<file path="src/mvt_pkg.sv">
// ----------------------------------------------------------------------------
// mvt_pkg: shared types and constants for the 4x4 matrix-vector transform
// Transaction payloads, mode codes and configuration register layout.
// ----------------------------------------------------------------------------
package mvt_pkg;

  // Port-level field width of every vector element
  localparam int IO_WIDTH = 32;

  // Parameter defaults
  localparam int DEF_FRAC_BITS     = 16;
  localparam int DEF_ELEMENT_WIDTH = 32;

  // Configuration port layout
  localparam int NUM_REGS    = 8;
  localparam int CFG_INDEX_W = 4;
  localparam int CFG_DATA_W  = 64;
  localparam int HALF_W      = 32;

  // Mode codes carried in the action field
  localparam logic ACTION_COLUMN = 1'b0;  // M * v
  localparam logic ACTION_ROW    = 1'b1;  // v * M

  // Input transaction
  typedef struct packed {
    logic                       action;
    logic signed [IO_WIDTH-1:0] x_in;
    logic signed [IO_WIDTH-1:0] y_in;
    logic signed [IO_WIDTH-1:0] z_in;
    logic signed [IO_WIDTH-1:0] w_in;
  } mvt_in_t;

  // Result transaction
  typedef struct packed {
    logic signed [IO_WIDTH-1:0] x_out;
    logic signed [IO_WIDTH-1:0] y_out;
    logic signed [IO_WIDTH-1:0] z_out;
    logic signed [IO_WIDTH-1:0] w_out;
    logic                       saturated;
  } mvt_out_t;

endpackage

</file>
<file path="src/mvt_adder.sv">
// ----------------------------------------------------------------------------
// mvt_adder: two-level adder tree and fraction shift
// Sums four products per lane and drops the fraction bits (floor).
// ----------------------------------------------------------------------------
module mvt_adder #(
  parameter int FRAC_BITS     = mvt_pkg::DEF_FRAC_BITS,
  parameter int ELEMENT_WIDTH = mvt_pkg::DEF_ELEMENT_WIDTH
) (
  input  logic                                   clk,
  input  logic                                   rst,
  input  logic                                   in_valid,
  output logic                                   in_ready,
  input  logic [3:0][3:0][2*ELEMENT_WIDTH-1:0]   prod,
  output logic                                   out_valid,
  input  logic                                   out_ready,
  output logic [3:0][2*ELEMENT_WIDTH+1:0]        sum
);
  localparam int PW = 2 * ELEMENT_WIDTH;
  localparam int SW = PW + 2;

  logic                       a_valid;
  logic                       a_ready;
  logic                       b_ready;
  logic [3:0][1:0][PW:0]      pair;
  logic [3:0][1:0][PW:0]      pair_next;
  logic [3:0][SW-1:0]         sum_next;

  assign b_ready  = !out_valid || out_ready;
  assign a_ready  = !a_valid || b_ready;
  assign in_ready = a_ready;

  // First level: pairwise sums, one guard bit
  always_comb begin
    for (int i = 0; i < 4; i++) begin
      pair_next[i][0] = (PW+1)'($signed(prod[i][0])) + (PW+1)'($signed(prod[i][1]));
      pair_next[i][1] = (PW+1)'($signed(prod[i][2])) + (PW+1)'($signed(prod[i][3]));
    end
  end

  always_ff @(posedge clk) begin
    if (rst) begin
      a_valid <= 1'b0;
    end else if (a_ready) begin
      a_valid <= in_valid;
    end
  end

  always_ff @(posedge clk) begin
    if (in_valid && a_ready) begin
      pair <= pair_next;
    end
  end

  // Second level: lane total, arithmetic shift rounds toward minus infinity
  always_comb begin
    logic signed [SW-1:0] total;
    for (int i = 0; i < 4; i++) begin
      total       = SW'($signed(pair[i][0])) + SW'($signed(pair[i][1]));
      sum_next[i] = total >>> FRAC_BITS;
    end
  end

  always_ff @(posedge clk) begin
    if (rst) begin
      out_valid <= 1'b0;
    end else if (b_ready) begin
      out_valid <= a_valid;
    end
  end

  always_ff @(posedge clk) begin
    if (a_valid && b_ready) begin
      sum <= sum_next;
    end
  end

endmodule

</file>
<file path="config.mk">
export PLATFORM = sky130hd
export DESIGN_NAME = mvt_adder
export DESIGN_NICKNAME = d
export VERILOG_FILES = /design/src/mvt_pkg.sv /design/src/mvt_adder.sv
export SDC_FILE = /design/constraint.sdc
export NUM_CORES = 2
export LEC_CHECK = 0
export BUFFER_PORTS_ARGS = -buffer_cell sky130_fd_sc_hd__buf_2
export CAP_MARGIN = 20
export CORE_AREA = 2 2 506 508
export DETAILED_ROUTE_END_ITERATION = 12
export DIE_AREA = 0 0 508 510
export PLACE_DENSITY = 0.41
export SYNTH_ARGS = -nofsm -noshare
export SYNTH_HDL_FRONTEND = slang
export SYNTH_SLANG_ARGS = --single-unit
</file>
<file path="constraint.sdc">
create_clock -name clk -period 20.5 [get_ports clk]
set_input_delay 4.1 -clock clk [delete_from_list [all_inputs] [get_ports clk]]
set_output_delay 4.1 -clock clk [all_outputs]
set_load 0.1 [all_outputs]
</file>
==> impl_results.md <==
* Status: completed
* Initial Util at 24.82%
* CP Capture Type: output pin
* Reg clk slew, reported paths at ~0.060 ns
* Ys async rst share at 0%
* Site row count at 185
* Fin crit share at 44.59%
* Crit path time final at 9.141 ns
* Clk Latency, worst-skew pair at 0.74 ns
* Routed WL at 275500 microns
* Via count at 57668
* Post-synthesis cell count at 6775
* Post-synthesis cell type count at 87
* Worst EP arrival at 5.04 ns
* Critical path cell sequence: buf_2 -> nor2b_1 -> nand2_1 -> buf_2
* HPWL after detailed placement at 234900 microns
* Die area at 0.2591 sq mm
* Vias per cell at 5.087
* Initial antenna violation count at 98
* Hold Violations, Final at 0
* GRT busiest layer: met2
* CTS tree: yes
* Multiplexer share of the synthesized area at 0.04773%
* Normalized max-slew margin at 24.32%
* Tot GR Track Use at 20.29%
* Register Area at 0.02166 sq mm
* Global route overflow at 0
* Largest net degree at the start of global routing at 143
* Setup Skew at 0.04831 ns
* Post-synthesis adder-cell area fraction at 15.53%
* Routability cong. at 0.9289
* Port buffer count at 1293
* Post-synth net total at 8579
* Synth Area in Compound Gates at 24.48%
* H-tree level count at 3
* WL/cell at between 20 and 25 microns
* Share of layout cells above drive strength 1 at 19.08%
* Max Fanout on Critical Path at 4
* Die height at just over 500 microns
* Met1 Resource Use GR at 24.75%
* Seq cells post-synth at just over 700
* Crit path kind: primary input to output pin
* FMAX at between 100 and 150 MHz
* # fillers at 27117
* Synthesized area at 0.06291 sq mm
* Post-Synth XOR/XNOR Area at 9.369%
* Worst Setup Start Kind: primary input
* Post-synth top flop: edfxtp_1
* M2 GR Usage at 35.23%
* CP peak stage delay at ~0.35 ns
* WHS at 0.5143 ns
* Buffer count from post-CTS setup fixing at 0
* Final slew viol count at 0
* Tightest Pin Transition at 1.121 ns
* Core Area at 0.2535 sq mm
* Area of the multi-input gates at 0.03899 sq mm
* Drt first pass iters at 6
* Synth warnings at 0
* Post-CTS Hold Buffers at 0
* Layout Utilization at 29.81%
* Largest family of logic cells by synthesized area: compound AO/OA/AOI/OAI gates
* Clk sinks at 722
* Nets@finish at between 9000 and 10000
* Worst slack, placed at 11.39 ns
* CP dominant cell by count: buf_2
* Maximum buffer depth of the clock tree at 3
* Initial DRC count at roughly 4200
* RSZ-0062 raised after global routing: no
* Area growth syn-to-layout at 20.11%
* Number of synthesized flops with an enable pin at between 700 and 800
* Hold Path Class: register to register
* Chip width at 508 microns
* Final setup viols at 0
* Setup TNS at 0 ns
* DRC violation count after routing at 0
* Worst path required time at 16.40 ns
* Final WS setup at 11.36 ns
* Sequential fraction of the synthesis area at 34.43%
* First-pass GRT wire length at 390300 microns
* Post-route antenna net violation count at 0
* Critical path's slowest cell: nor2b_1
* MaxCap Viol Count at 0
* Cell area after layout at 0.07556 sq mm
* Number of CTS-inserted buffers at 98
* Pwr dens at 93.10 mW/mm^2
* Synth Area in Simple Gates at 12.51%
* Cell Area, Placed at 0.07227 sq mm
* Crit path max-delay family: simple AND/OR/NAND/NOR gates
* Leakage power at 0.03256 uW
* Peak VDD IR at between 0.07 and 0.08 mV
* Vias in the first global route at 57948
* Post-CTS resize count at 0
* Met3 Use GR at around 4%
* Mapped Avg Cell Area at 9.286 sq um
* CP Buf/Inv Count at 2
* Root buffer cell: clkbuf_16
* Io pins at 1294
==> metal layers <==
| metal | vias to the layer above | wire (microns) |
|---|---|---|
| met5 | - | 38 |
| met4 | 6 | 10040 |
| met3 | 420 | 16740 |
| met2 | 1998 | 133100 |
| met1 | 27471 | 115600 |
| li1 | 27773 | - |
==> cell families after synthesis <==
logic type,Yosys count
buffers and inverters,544
XOR/XNOR,673
AND/OR/NAND/NOR,1624
flip-flops,722
AO/OA/AOI/OAI,2433
multiplexers,3
adder cells (fa/ha/maj),776
==> cell usage in the layout, fill, tap and decap left out, types with 27 or more instances in the layout <==
cell type / instances
edfxtp_1: 720
a41oi_1: 28
ha_1: 768
a21oi_1: 835
nand2_1: 476
a221oi_1: 28
and3_1: 47
nand3_1: 133
nand4_1: 214
nand2b_1: 56
nor2_1: 367
clkbuf_16: 99
diode_2: 35
a21boi_0: 33
a21o_1: 444
nor3_1: 103
xor2_1: 263
buf_2: 1293
a31oi_1: 81
xnor2_1: 410
and2_1: 34
o21bai_1: 154
nor2b_1: 67
inv_1: 209
or3_1: 30
o21a_1: 61
a211oi_1: 71
o31ai_1: 47
o211ai_1: 27
o21ai_0: 431
==> worst paths after layout <==
kind                            end  slack (ns)            startpoint  cells after the start
max                        in_ready       11.36             out_ready                      4
max reg2reg      sum[246]$_DFFE_PP_       15.82   pair[463]$_DFFE_PP_                     11
min reg2reg  out_valid$_SDFFE_PP0P_        0.51  a_valid$_SDFFE_PP0N_                      2
min          out_valid$_SDFFE_PP0P_        0.51  a_valid$_SDFFE_PP0N_                      2
==> synthesized netlist by cell type, drive strengths merged (81+ instances only) <==
cell	number	share of area, %
nand4	214	2.1
clkbuf	264	1.6
edfxtp	720	34
inv	209	1.2
o21bai	154	1.8
nor3	103	0.82
ha	768	15
a21oi	837	6.7
a31oi	81	0.81
nor2	367	2.2
nand2	476	2.8
a21o	444	5.3
nand3	133	1.1
o21ai	433	3.4
xnor2	410	5.7
xor2	263	3.7
==> worst min-delay path: stages, from the launching register on <==
cell and delay, ns:
dfxtp_1 0.33, nor2_1 0.10, nor2_1 0.04
==> flip-flops by register name, indices dropped and copies added, names as in the netlist <==
| name | cells |
|---|---|
| a_valid | 1 |
| sum | 200 |
| pair | 520 |
| out_valid | 1 |
==> final cells by class <==
type,instances,share of cell area [%]
Antenna cell,35,0.1159
Multi-Input combinational cell,5509,51.59
Timing Repair Buffer,1313,8.771
Clock buffer,111,3.338
Inverter,209,1.038
Clock inverter,71,0.9024
Tap cell,3366,5.574
Sequential cell,722,28.67
==> per-stage QoR <==
step | instances | power (uW)
6_report | 11336 | 7035
3_5_place_dp | 11118 | 5325
4_1_cts | 11300 | 7111
3_3_place_gp | 11116 | 5337
2_1_floorplan | 6775 | 4398
5_1_grt | 11323 | 7437
==> where the power goes <==
| part | total, uW | internal [uW] | switching [uW] |
|---|---|---|---|
| Combinational | 3180 | 991 | 2190 |
| Clock | 1730 | 1000 | 724 |
| Sequential | 2130 | 2000 | 135 |
Note: power is estimated with default switching activity, not from simulation.
