<file path="src/mvt_pkg.sv">
// ----------------------------------------------------------------------------
// mvt_pkg: shared types and constants for the 4x4 matrix-vector transform
// Transaction payloads, mode codes and configuration register layout.
// ----------------------------------------------------------------------------
package mvt_pkg;

  // Port-level field width of every vector element
  localparam int IO_WIDTH = 32;

  // Parameter defaults
  localparam int DEF_FRAC_BITS     = 16;
  localparam int DEF_ELEMENT_WIDTH = 32;

  // Configuration port layout
  localparam int NUM_REGS    = 8;
  localparam int CFG_INDEX_W = 4;
  localparam int CFG_DATA_W  = 64;
  localparam int HALF_W      = 32;

  // Mode codes carried in the action field
  localparam logic ACTION_COLUMN = 1'b0;  // M * v
  localparam logic ACTION_ROW    = 1'b1;  // v * M

  // Input transaction
  typedef struct packed {
    logic                       action;
    logic signed [IO_WIDTH-1:0] x_in;
    logic signed [IO_WIDTH-1:0] y_in;
    logic signed [IO_WIDTH-1:0] z_in;
    logic signed [IO_WIDTH-1:0] w_in;
  } mvt_in_t;

  // Result transaction
  typedef struct packed {
    logic signed [IO_WIDTH-1:0] x_out;
    logic signed [IO_WIDTH-1:0] y_out;
    logic signed [IO_WIDTH-1:0] z_out;
    logic signed [IO_WIDTH-1:0] w_out;
    logic                       saturated;
  } mvt_out_t;

endpackage

</file>
<file path="src/mvt_sat.sv">
// ----------------------------------------------------------------------------
// mvt_sat: saturation and output register
// Clips each lane to the signed element range and flags any clip.
// ----------------------------------------------------------------------------
module mvt_sat #(
  parameter int ELEMENT_WIDTH = mvt_pkg::DEF_ELEMENT_WIDTH
) (
  input  logic                              clk,
  input  logic                              rst,
  input  logic                              in_valid,
  output logic                              in_ready,
  input  logic [3:0][2*ELEMENT_WIDTH+1:0]   sum,
  output logic                              out_valid,
  input  logic                              out_stall,
  output mvt_pkg::mvt_out_t                 out_data
);
  import mvt_pkg::*;

  localparam int SW = 2 * ELEMENT_WIDTH + 2;
  localparam logic signed [SW-1:0] EMAX =
    {{(SW-ELEMENT_WIDTH+1){1'b0}}, {(ELEMENT_WIDTH-1){1'b1}}};
  localparam logic signed [SW-1:0] EMIN =
    {{(SW-ELEMENT_WIDTH+1){1'b1}}, {(ELEMENT_WIDTH-1){1'b0}}};

  logic                                 ready;
  logic [3:0][ELEMENT_WIDTH-1:0]        lane;
  logic [3:0]                           clip;
  mvt_out_t                             out_next;

  assign ready    = !out_valid || !out_stall;
  assign in_ready = ready;

  // Clip each lane
  always_comb begin
    logic signed [SW-1:0] s;
    for (int i = 0; i < 4; i++) begin
      s = sum[i];
      if (s > EMAX) begin
        lane[i] = EMAX[ELEMENT_WIDTH-1:0];
        clip[i] = 1'b1;
      end else if (s < EMIN) begin
        lane[i] = EMIN[ELEMENT_WIDTH-1:0];
        clip[i] = 1'b1;
      end else begin
        lane[i] = s[ELEMENT_WIDTH-1:0];
        clip[i] = 1'b0;
      end
    end
  end

  // Sign-extend lanes to the port width
  always_comb begin
    out_next.x_out     = IO_WIDTH'($signed(lane[0]));
    out_next.y_out     = IO_WIDTH'($signed(lane[1]));
    out_next.z_out     = IO_WIDTH'($signed(lane[2]));
    out_next.w_out     = IO_WIDTH'($signed(lane[3]));
    out_next.saturated = |clip;
  end

  // Output register; hold while stalled
  always_ff @(posedge clk) begin
    if (rst) begin
      out_valid <= 1'b0;
    end else if (ready) begin
      out_valid <= in_valid;
    end
  end

  always_ff @(posedge clk) begin
    if (in_valid && ready) begin
      out_data <= out_next;
    end
  end

endmodule

</file>
<file path="config.mk">
export PLATFORM = sky130hd
export DESIGN_NAME = mvt_sat
export DESIGN_NICKNAME = d
export VERILOG_FILES = /design/src/mvt_pkg.sv /design/src/mvt_sat.sv
export SDC_FILE = /design/constraint.sdc
export NUM_CORES = 1
export LEC_CHECK = 0
export BUFFER_PORTS_ARGS = -buffer_cell sky130_fd_sc_hd__buf_2
export CORE_ASPECT_RATIO = 1.2
export CORE_MARGIN = 2
export CORE_UTILIZATION = 25
export DETAILED_ROUTE_END_ITERATION = 6
export GPL_ROUTABILITY_DRIVEN = 0
export GPL_TIMING_DRIVEN = 0
export SKIP_LAST_GASP = 1
export SYNTH_ARGS = -nofsm -noshare
export SYNTH_HDL_FRONTEND = slang
export SYNTH_SLANG_ARGS = --single-unit
</file>
<file path="constraint.sdc">
create_clock -name clk -period 5 [get_ports clk]
set_clock_uncertainty 0.1 [all_clocks]
set_input_delay 0.25 -clock clk [delete_from_list [all_inputs] [get_ports clk]]
set_output_delay 0.25 -clock clk [all_outputs]
set_load 0.01 [all_outputs]
</file>
==> qor.csv, run 1 <==
metric,value,unit
worst setup path startpoint,sum[49],
ANT nets after route,0,
Placement Setup Slack,2.41,ns
CP arrival,2.10,ns
unrepaired setup endpoints after global routing,no,
CTS tree,built,
DIE HEIGHT,171,um
FF/Latch Area,3890,um2
Worst EP required,5.05,ns
total track usage,16.6,%
# DRC,0,
"FF+latch count, synth",130,
average wire per standard cell,15.4,um
Starting DRT DRC Count,256,
CP top delay family,simple AND/OR/NAND/NOR gates,
Hold Startpoint,sum[151],
RR Startpoint,out_valid,
CP Capture Type,flop,
CP bufs+invs,1,
Ys Warns,0,
Synth Cell Area,5790,um2
HP Class,input port to flop,
Multi-input gate area,1700,um2
sequential-to-total area share from yosys stat,67.3,%
clock latency on the worst-skew pair,0.42,ns
drt first pass iters,4,
Pleak,4.46,nW
setup violators final,0,
total negative slack,0,ns
Starting Density,25.2,%
Worst-path clk slew,0.05,ns
FP Rows,61,
CTS H-Tree Depth,4,
hold_ws,0.0221,ns
post_cts resized,0,
count of cell types in the netlist,22,
Area growth syn-to-layout,71.6,%
layout cells sized above 1,42.7,%
setup repair bufs after CTS,0,
Post-Syn Instances,511,
Worst Hold End,out_data[52],
Fillers,2168,
Critical-path top delay cell,o41ai_4,
fin util,43.2,%
WP depth,6,
first-pass GRT wire length,30400,um
Slew HR,42.2,%
crit-path cells,buf_2 > nand4_2 > or4_4 > o41ai_4 > nand4_1 > nand4bb_1,
root buffer cell,clkbuf_16,
Die Area,24400,um2
FF-to-FF End,out_data[63],
Num CTS Buffers,17,
pins over their slew limit,0,
Tcrit/Tclk final,41.0,%
width of the die,143,um
maximum clock rate,488,MHz
Syn Nets,779,
CTS max path bufs,2,
vias per inst,4.44,
vias in the first global route,5997,
CP max FO,5,
# clock sinks,130,
hold path cells,3,
most frequent cells in the layout,"398 x buf_2, 256 x nand2_1, 129 x edfxtp_1",
outcome,"finished, final reports clean",
initial antenna violation count,2,
post-layout min period,2.05,ns
R2R Setup Slk,3.04,ns
count of final hold-check violations,0,
maxcap violations,0,
Routed WL,21100,um
type of the worst setup path,input port to flop,
Power Total,3.08,mW
"slowest stage delay, CP",0.61,ns
Via Count,6078,
R2R cell count,3,
Worst-Margin Slew,0.867,ns
Avg Synthesized Cell Area,11.3,um2
GRT overflow,0,
pin count of the biggest net entering global routing,70,
VDD IR max,0.225,mV
pwr dens,310,nW/um2
"most common cell after layout, fill and taps aside",buf_2,
hpwl dp,15600,um
startpoint types,input port,
Placeable Area,23000,um2
Nets,1307,
port buffer count,398,
min setup slack post-route,2.95,ns
IO Pins,399,
## state kept, by name, summed over array words and instances, names as in the netlist
register	cells
out_data	129
out_valid	1
## tightest hold or removal path, cell delays in order
cell	delay, ns
buf_2	0.08
nand2_1	0.04
nand2_1	0.06
## synthesized netlist by cell type
cell type / instances / area share [%]
nand4bb_1: 1 / 0.19
and3_1: 2 / 0.22
a21oi_1: 1 / 0.086
dfxtp_1: 1 / 0.35
and4_1: 2 / 0.30
nand4_1: 34 / 3.7
nor2_1: 3 / 0.19
and2_1: 1 / 0.11
or3_4: 1 / 0.19
a41o_2: 1 / 0.19
or3_1: 3 / 0.32
or4_4: 4 / 0.78
buf_6: 12 / 2.3
o41ai_4: 4 / 1.9
buf_1: 9 / 0.58
clkbuf_1: 7 / 0.45
nand2_1: 256 / 17
nor3_1: 4 / 0.35
nand4_2: 1 / 0.22
nor4_1: 32 / 3.5
edfxtp_1: 129 / 67
a41o_1: 3 / 0.52
## how the worst max path moves through the flow
| stage | slack, ns | end |
|---|---|---|
| after floorplan | 0.93 | out_data[0] |
| after CTS | 2.86 | out_data[0] |
| final | 2.95 | out_data[0] |
| after detailed placement | 2.41 | out_data[0] |
| after global routing | 2.81 | out_data[0] |
| after global placement | -0.37 | out_data[37] |
## power breakdown
group | internal [mW] | total, mW | switching [mW]
clock | 0.872 | 1.33 | 0.457
combinational | 0.218 | 0.449 | 0.231
sequential | 1.28 | 1.30 | 0.0151
## cells by family after synthesis
logic type	synth area share [%]
simple gates	26.6
flops	67.3
buf+inv	3.37
compound gates	2.70
## layout make-up
type | instances | share of cell area, %
clock buffer | 18 | 4.32
clock inverter | 13 | 1.93
buffer | 28 | 1.97
antenna | 3 | 0.0756
sequential | 130 | 39.2
tap | 315 | 3.97
multi-input combinational | 353 | 17.1
timing repair buffer | 509 | 31.4
## routing by layer
layer,global-route usage (%),vias to the layer above,routed length [um]
met2,30.1,289,11000
li1,-,2905,-
met5,0,-,0
met4,7.92,0,795
met1,17.5,2839,7910
met3,5.04,45,1410
## what timing repair did
| item | in CTS | in global routing |
|---|---|---|
| endpoints found under the setup margin | 0 | 0 |
| hold buffers | 110 | 0 |
| hold endpoints to repair | 109 | 0 |
## metrics by stage
| stage | cell area [um2] | std cells |
|---|---|---|
| after floorplan | 5790 | 511 |
| after global placement | 8170 | 1224 |
| after detailed placement | 8200 | 1225 |
| after CTS | 9920 | 1366 |
| after global routing | 9930 | 1368 |
| final | 9930 | 1369 |
Note: power is estimated with default switching activity, not from simulation.
==> run 2, diff against run 1 <==
- ABC_AREA: default -> 1
- clock period: 5 -> 2.07 ns (I/O delays scaled with it)
==> qor.csv, run 2 <==
metric,value,unit,change
most frequent cells after synthesis,"325 x nand2_1, 129 x edfxtp_1, 107 x nor2_1, 37 x nand4_1, 20 x inv_1",,
RR Startpoint,out_valid,,
Num CTS Buffers,17,,unchanged
total negative slack,0,ns,unchanged
pin count of the biggest net entering global routing,32,,-54%
DP Area,8680,um2,+5.8%
maxcap violations,0,,unchanged
Worst-path clk slew,0.05,ns,about the same
Critical-path top delay cell,dlygate4sd3_1,,
Power Total,7.13,mW,+130%
Die Area,25900,um2,+6.2%
Pleak,4.84,nW,+8.5%
min setup slack post-route,0.138,ns,-2.81 ns
Placeable Area,24000,um2,+4.7%
Post-synth EDFFs,129,,unchanged
sequential-to-total area share from yosys stat,63.3,%,-4.0 points
initial antenna violation count,1,,-1
count of final hold-check violations,0,,unchanged
CP max FO,4,,-1
startpoint types,input port,,
CP Capture Type,flop,,
outcome,"finished, final reports clean",,
"slowest stage delay, CP",0.55,ns,-0.06 ns
CTS H-Tree Depth,4,,unchanged
pins over their slew limit,0,,unchanged
pwr dens,675,nW/um2,+120%
Slew HR,80.9,%,+39 points
Crit path top cell by count,dlygate4sd3_1,,
# DRC,0,,unchanged
drt first pass iters,4,,unchanged
vias per inst,4.31,,-3.0%
average wire per standard cell,14.3,um,-7.3%
hpwl dp,17300,um,+11%
maximum clock rate,518,MHz,
hold path cells,5,,+2
ranking of synthesized cells by area,"edfxtp_1 63%, nand2_1 20%, nor2_1 6.5%, nand4_1 3.8%, buf_2 1.2%",,
crit-path cells,dlygate4sd3_1 > buf_2 > nor2_1 > nand4_1 > nor2_2 > nand2_2 > o21ai_4 > nand2_1 > dlygate4sd3_1,,
"most common cell after layout, fill and taps aside",buf_2,,
DIE HEIGHT,176,um,+3.1%
FF-to-FF End,out_data[64],,
CTS tree,built,,
Area growth syn-to-layout,71.6,%,about the same
Reg with most FFs,out_data,,
# clock sinks,130,,unchanged
Hold Startpoint,sum[120],,
Via Count,6740,,+11%
"FF+latch count, synth",130,,unchanged
type of the worst setup path,input port to flop,,
"count leader, synth",nand2_1,,
area share of the largest cell type after synthesis,63.0,%,-4.0 points
Worst-Margin Slew,0.286,ns,-0.581 ns
Starting DRT DRC Count,252,,-1.6%
R2R cell count,4,,+1
IO Pins,399,,unchanged
vias in the first global route,6771,,+13%
"FFs w/ async S/R, synth",0,%,unchanged
Avg Synthesized Cell Area,9.12,um2,-19%
Ys Warns,0,,unchanged
CP bufs+invs,3,,+2
port buffer count,398,,unchanged
total track usage,17.0,%,+0.40 points
setup violators final,0,,unchanged
Placement Setup Slack,0.00865,ns,-2.40 ns
R2R Setup Slk,0.46,ns,-2.58 ns
max FFs per register,129,,unchanged
unrepaired setup endpoints after global routing,no,,
post_cts resized,0,,unchanged
layout cells sized above 1,37.5,%,-5.3 points
Routed WL,22400,um,+6.0%
Nets,1499,,+15%
Fillers,2322,,+7.1%
"Cell Count, Final, Fillers Out",1565,,+14%
Yosys top cell by area,edfxtp_1,,
biggest regs,"out_data: 129 flops, out_valid: 1 flops",,
Worst Hold End,out_data[65],,
Synth Cell Area,6150,um2,+6.4%
Main synth FF type,edfxtp_1,,
post-layout min period,1.93,ns,
most frequent cells in the layout,"413 x buf_2, 325 x nand2_1, 131 x dlygate4sd3_1",,
final instance area,10600,um2,+6.4%
VDD IR max,0.533,mV,+140%
root buffer cell,clkbuf_16,,
first-pass GRT wire length,33600,um,+10%
Worst EP required,2.13,ns,-2.92 ns
GRT overflow,0,,unchanged
Post-Syn Instances,675,,+32%
clock latency on the worst-skew pair,0.42,ns,about the same
width of the die,147,um,+3.0%
ANT nets after route,0,,unchanged
Tcrit/Tclk final,93.3,%,
CTS max path bufs,2,,unchanged
CP top delay family,buffers and inverters,,
HP Class,input port to flop,,
placed cells,1398,,+14%
count of cell types in the netlist,20,,-9.1%
Starting Density,25.6,%,+0.40 points
Syn Nets,943,,+21%
FP Rows,62,,+1.6%
CP arrival,2.00,ns,-0.10 ns
[run 2: cell count changes in the layout (fill, tap and decap cells not counted), sizes merged, moves of 5 or more]
cell / before / now
nand2: 256 / 326
nor2: 3 / 108
nor3: 4 / 9
dlygate4sd3: 110 / 131
nor4: 32 / 1
nand3: 0 / 11
buf: 420 / 430
inv: 0 / 22
[run 2: worst register-to-register path: stages (launching register included)]
cell,delay [ns]
dfxtp_2,0.34
a21oi_4,0.27
buf_16,0.21
buf_12,0.21
buf_16,0.20
[run 2: repair_timing]
item                                    in CTS  in global routing
setup buffers                                0                  3
hold buffers                               131                  0
endpoints found under the setup margin       0                 20
endpoints found under the hold margin      129                  0
[run 2: worst max-delay path by stage]
stage              start           end  slack, ns  cells after the start
2_1_floorplan  out_valid   out_data[0]      -0.94                      1
3_3_place_gp   out_valid  out_data[49]      -1.92                      1
3_5_place_dp   out_valid  out_data[48]      0.009                      4
4_1_cts        out_valid  out_data[54]      0.003                      4
5_1_grt          sum[65]  out_data[97]       0.05                      9
6_report         sum[65]  out_data[97]       0.14                      9
[run 2: cells by family after synthesis]
family,count (synthesis),share of synthesized area (%)
AO/OA/AOI/OAI,3,0.427
flip-flops,130,63.3
buffers and inverters,48,3.96
AND/OR/NAND/NOR,494,32.3
[run 2: cell type report]
cell class	count	area, um2	share of cell area [%]
Sequential cell	130	3890	36.9
Timing Repair Buffer	537	3450	32.7
Multi-Input combinational cell	497	2030	19.2
Clock buffer	18	429	4.06
Tap cell	320	400	3.79
Buffer	28	169	1.60
Clock inverter	14	115	1.09
Inverter	20	75.1	0.711
Antenna cell	1	2.50	0.0237
[run 2: routing by layer]
metal  wire (um)  part of all wire, %  vias to the layer above  GRT usage (%)
li1            -                    -                     3348              -
met1        8470                   38                     3046           18.2
met2       11800                   53                      287           31.1
met3        1180                  5.3                       59           3.32
met4         953                  4.3                        0           9.78
met5           0                    0                        -              0
[run 2: power breakdown]
part / internal [mW] / total [mW] / leakage (nW) / switching, mW
logic: 0.591 / 1.20 / 3.37 / 0.609
clock network: 1.64 / 2.80 / 0.260 / 1.16
registers: 3.09 / 3.13 / 1.22 / 0.0357
[run 2: through the flow]
step / hold WS, ns / utilization (%)
CTS: 0.0721 / 43.8
detailed placement: 0.167 / 36.1
floorplan: 0.0652 / -
global route: 0.122 / 43.9
finish: 0.0865 / 43.9
global placement: 0.153 / 35.6
==> run 3, diff against run 2 <==
- RECOVER_POWER: default -> 25
==> qor.csv, run 3 (synthesized netlist as in run 2, its figures left out) <==
metric,value,unit,change
total track usage,17.0,%,unchanged
FP Rows,62,,unchanged
biggest regs,"out_data: 129 flops, out_valid: 1 flops",,
max FFs per register,129,,unchanged
ANT nets after route,0,,unchanged
unrepaired setup endpoints after global routing,no,,
Multi-input gate area,2030,um2,unchanged
maximum clock rate,514,MHz,-0.68%
port buffer count,398,,unchanged
width of the die,147,um,unchanged
Via Count,6743,,+0.045%
hpwl dp,17300,um,unchanged
CP arrival,2.01,ns,about the same
CTS max path bufs,2,,unchanged
Placement Setup Slack,0.00865,ns,unchanged
Placeable Area,24000,um2,unchanged
CTS H-Tree Depth,4,,unchanged
Starting DRT DRC Count,266,,+5.6%
Routed WL,22500,um,+0.53%
Slew HR,80.9,%,about the same
average wire per standard cell,14.4,um,+0.53%
root buffer cell,clkbuf_16,,
Power Total,7.10,mW,-0.41%
type of the worst setup path,input port to flop,,
hold path cells,5,,unchanged
CP max FO,4,,unchanged
DIE HEIGHT,176,um,unchanged
Crit path top cell by count,dlygate4sd3_1,,
GRT overflow,0,,unchanged
maxcap violations,0,,unchanged
Worst-path clk slew,0.05,ns,about the same
Area growth syn-to-layout,69.7,%,
first-pass GRT wire length,33600,um,unchanged
Worst EP required,2.13,ns,about the same
R2R cell count,4,,unchanged
Nets,1499,,unchanged
most frequent cells in the layout,"325 x nand2_1, 317 x buf_2, 131 x dlygate4sd3_1",,
post-layout min period,1.95,ns,+0.0132 ns
drt first pass iters,5,,+1
startpoint types,input port,,
Reg with most FFs,out_data,,
pins over their slew limit,0,,unchanged
vias in the first global route,6771,,unchanged
IO Pins,399,,unchanged
# DRC,0,,unchanged
Worst-Margin Slew,0.285,ns,-0.000295 ns
setup violators final,0,,unchanged
clock latency on the worst-skew pair,0.42,ns,about the same
HP Class,input port to flop,,
initial antenna violation count,1,,unchanged
Critical-path top delay cell,dlygate4sd3_1,,
Die Area,25900,um2,unchanged
pin count of the biggest net entering global routing,32,,unchanged
Tcrit/Tclk final,94.0,%,+0.64 points
pwr dens,680,nW/um2,+0.75%
vias per inst,4.31,,about the same
VDD IR max,0.533,mV,about the same
FF/Latch Area,3890,um2,about the same
Fillers,2379,,+2.5%
min setup slack post-route,0.125,ns,-0.0132 ns
post_cts resized,0,,unchanged
Num CTS Buffers,17,,unchanged
CP Capture Type,flop,,
fin util,43.4,%,-0.50 points
"slowest stage delay, CP",0.55,ns,about the same
# clock sinks,130,,unchanged
count of final hold-check violations,0,,unchanged
Starting Density,25.6,%,unchanged
layout cells sized above 1,29.7,%,-7.8 points
"most common cell after layout, fill and taps aside",nand2_1,,
outcome,"finished, final reports clean",,
crit-path cells,dlygate4sd3_1 > clkbuf_1 > nor2_1 > nand4_1 > nor2_2 > nand2_2 > o21ai_4 > nand2_1 > dlygate4sd3_1,,
Pleak,4.60,nW,-5.1%
CTS tree,built,,
## run 3: final timing paths
| kind | startpoint | slack, ns | endpoint |
|---|---|---|---|
| worst max-delay path | sum[65] | 0.12 | out_data[97] |
| worst min-delay path | sum[120] | 0.09 | out_data[65] |
| worst max register to register | out_valid | 0.45 | out_data[64] |
| worst min register to register | out_valid | 0.76 | out_data[21] |
## run 3: final cells by class
cell class              count  share of cell area [%]
flip-flops and latches    130                    37.3
repair buffers            537                    31.9
multi-input cells         497                    19.4
clock buffers              18                    4.11
well taps                 320                    3.84
plain buffers              28                    1.62
clock inverters            14                    1.10
inverters                  20                   0.719
diodes                      1                  0.0240
## run 3: stage by stage
step / instance area (um2) / instances / hold WS (ns) / setup TNS, ns
final: 10400 / 1565 / 0.0900 / 0
after global routing: 10400 / 1565 / 0.122 / 0
after CTS: 10500 / 1561 / 0.0721 / 0
after detailed placement: 8680 / 1398 / 0.167 / 0
after global placement: 8560 / 1393 / 0.153 / -246.33
after floorplan: 6170 / 675 / 0.0652 / -121.62
## run 3: worst max-delay path, delay by kind of cell
family | cells | cell delay (ns)
AOI/OAI and AO/OA | 1 | 0.19
buffers and inverters | 3 | 1.23
and+or+nand+nor | 5 | 0.49
## run 3: where the power goes
group          internal, mW  leakage [nW]  switching [mW]
Sequential             3.09          1.22          0.0391
Clock                  1.64         0.260            1.15
Combinational         0.561          3.12           0.610
Total                  5.29          4.60            1.80
## run 3: repair_timing
| item | in CTS | in global routing |
|---|---|---|
| buffers inserted | 0 | 3 |
| hold endpoints to repair | 129 | 0 |
| hold buffers | 131 | 0 |
| endpoints found under the setup margin | 0 | 20 |
## run 3: layer usage
layer / up-vias / part of all wire, % / global-route usage [%]
li1: 3347 / - / -
met1: 3057 / 38 / 18.2
met2: 278 / 52 / 31.1
met3: 61 / 5.3 / 3.32
met4: 0 / 4.3 / 9.78
met5: - / 0 / 0
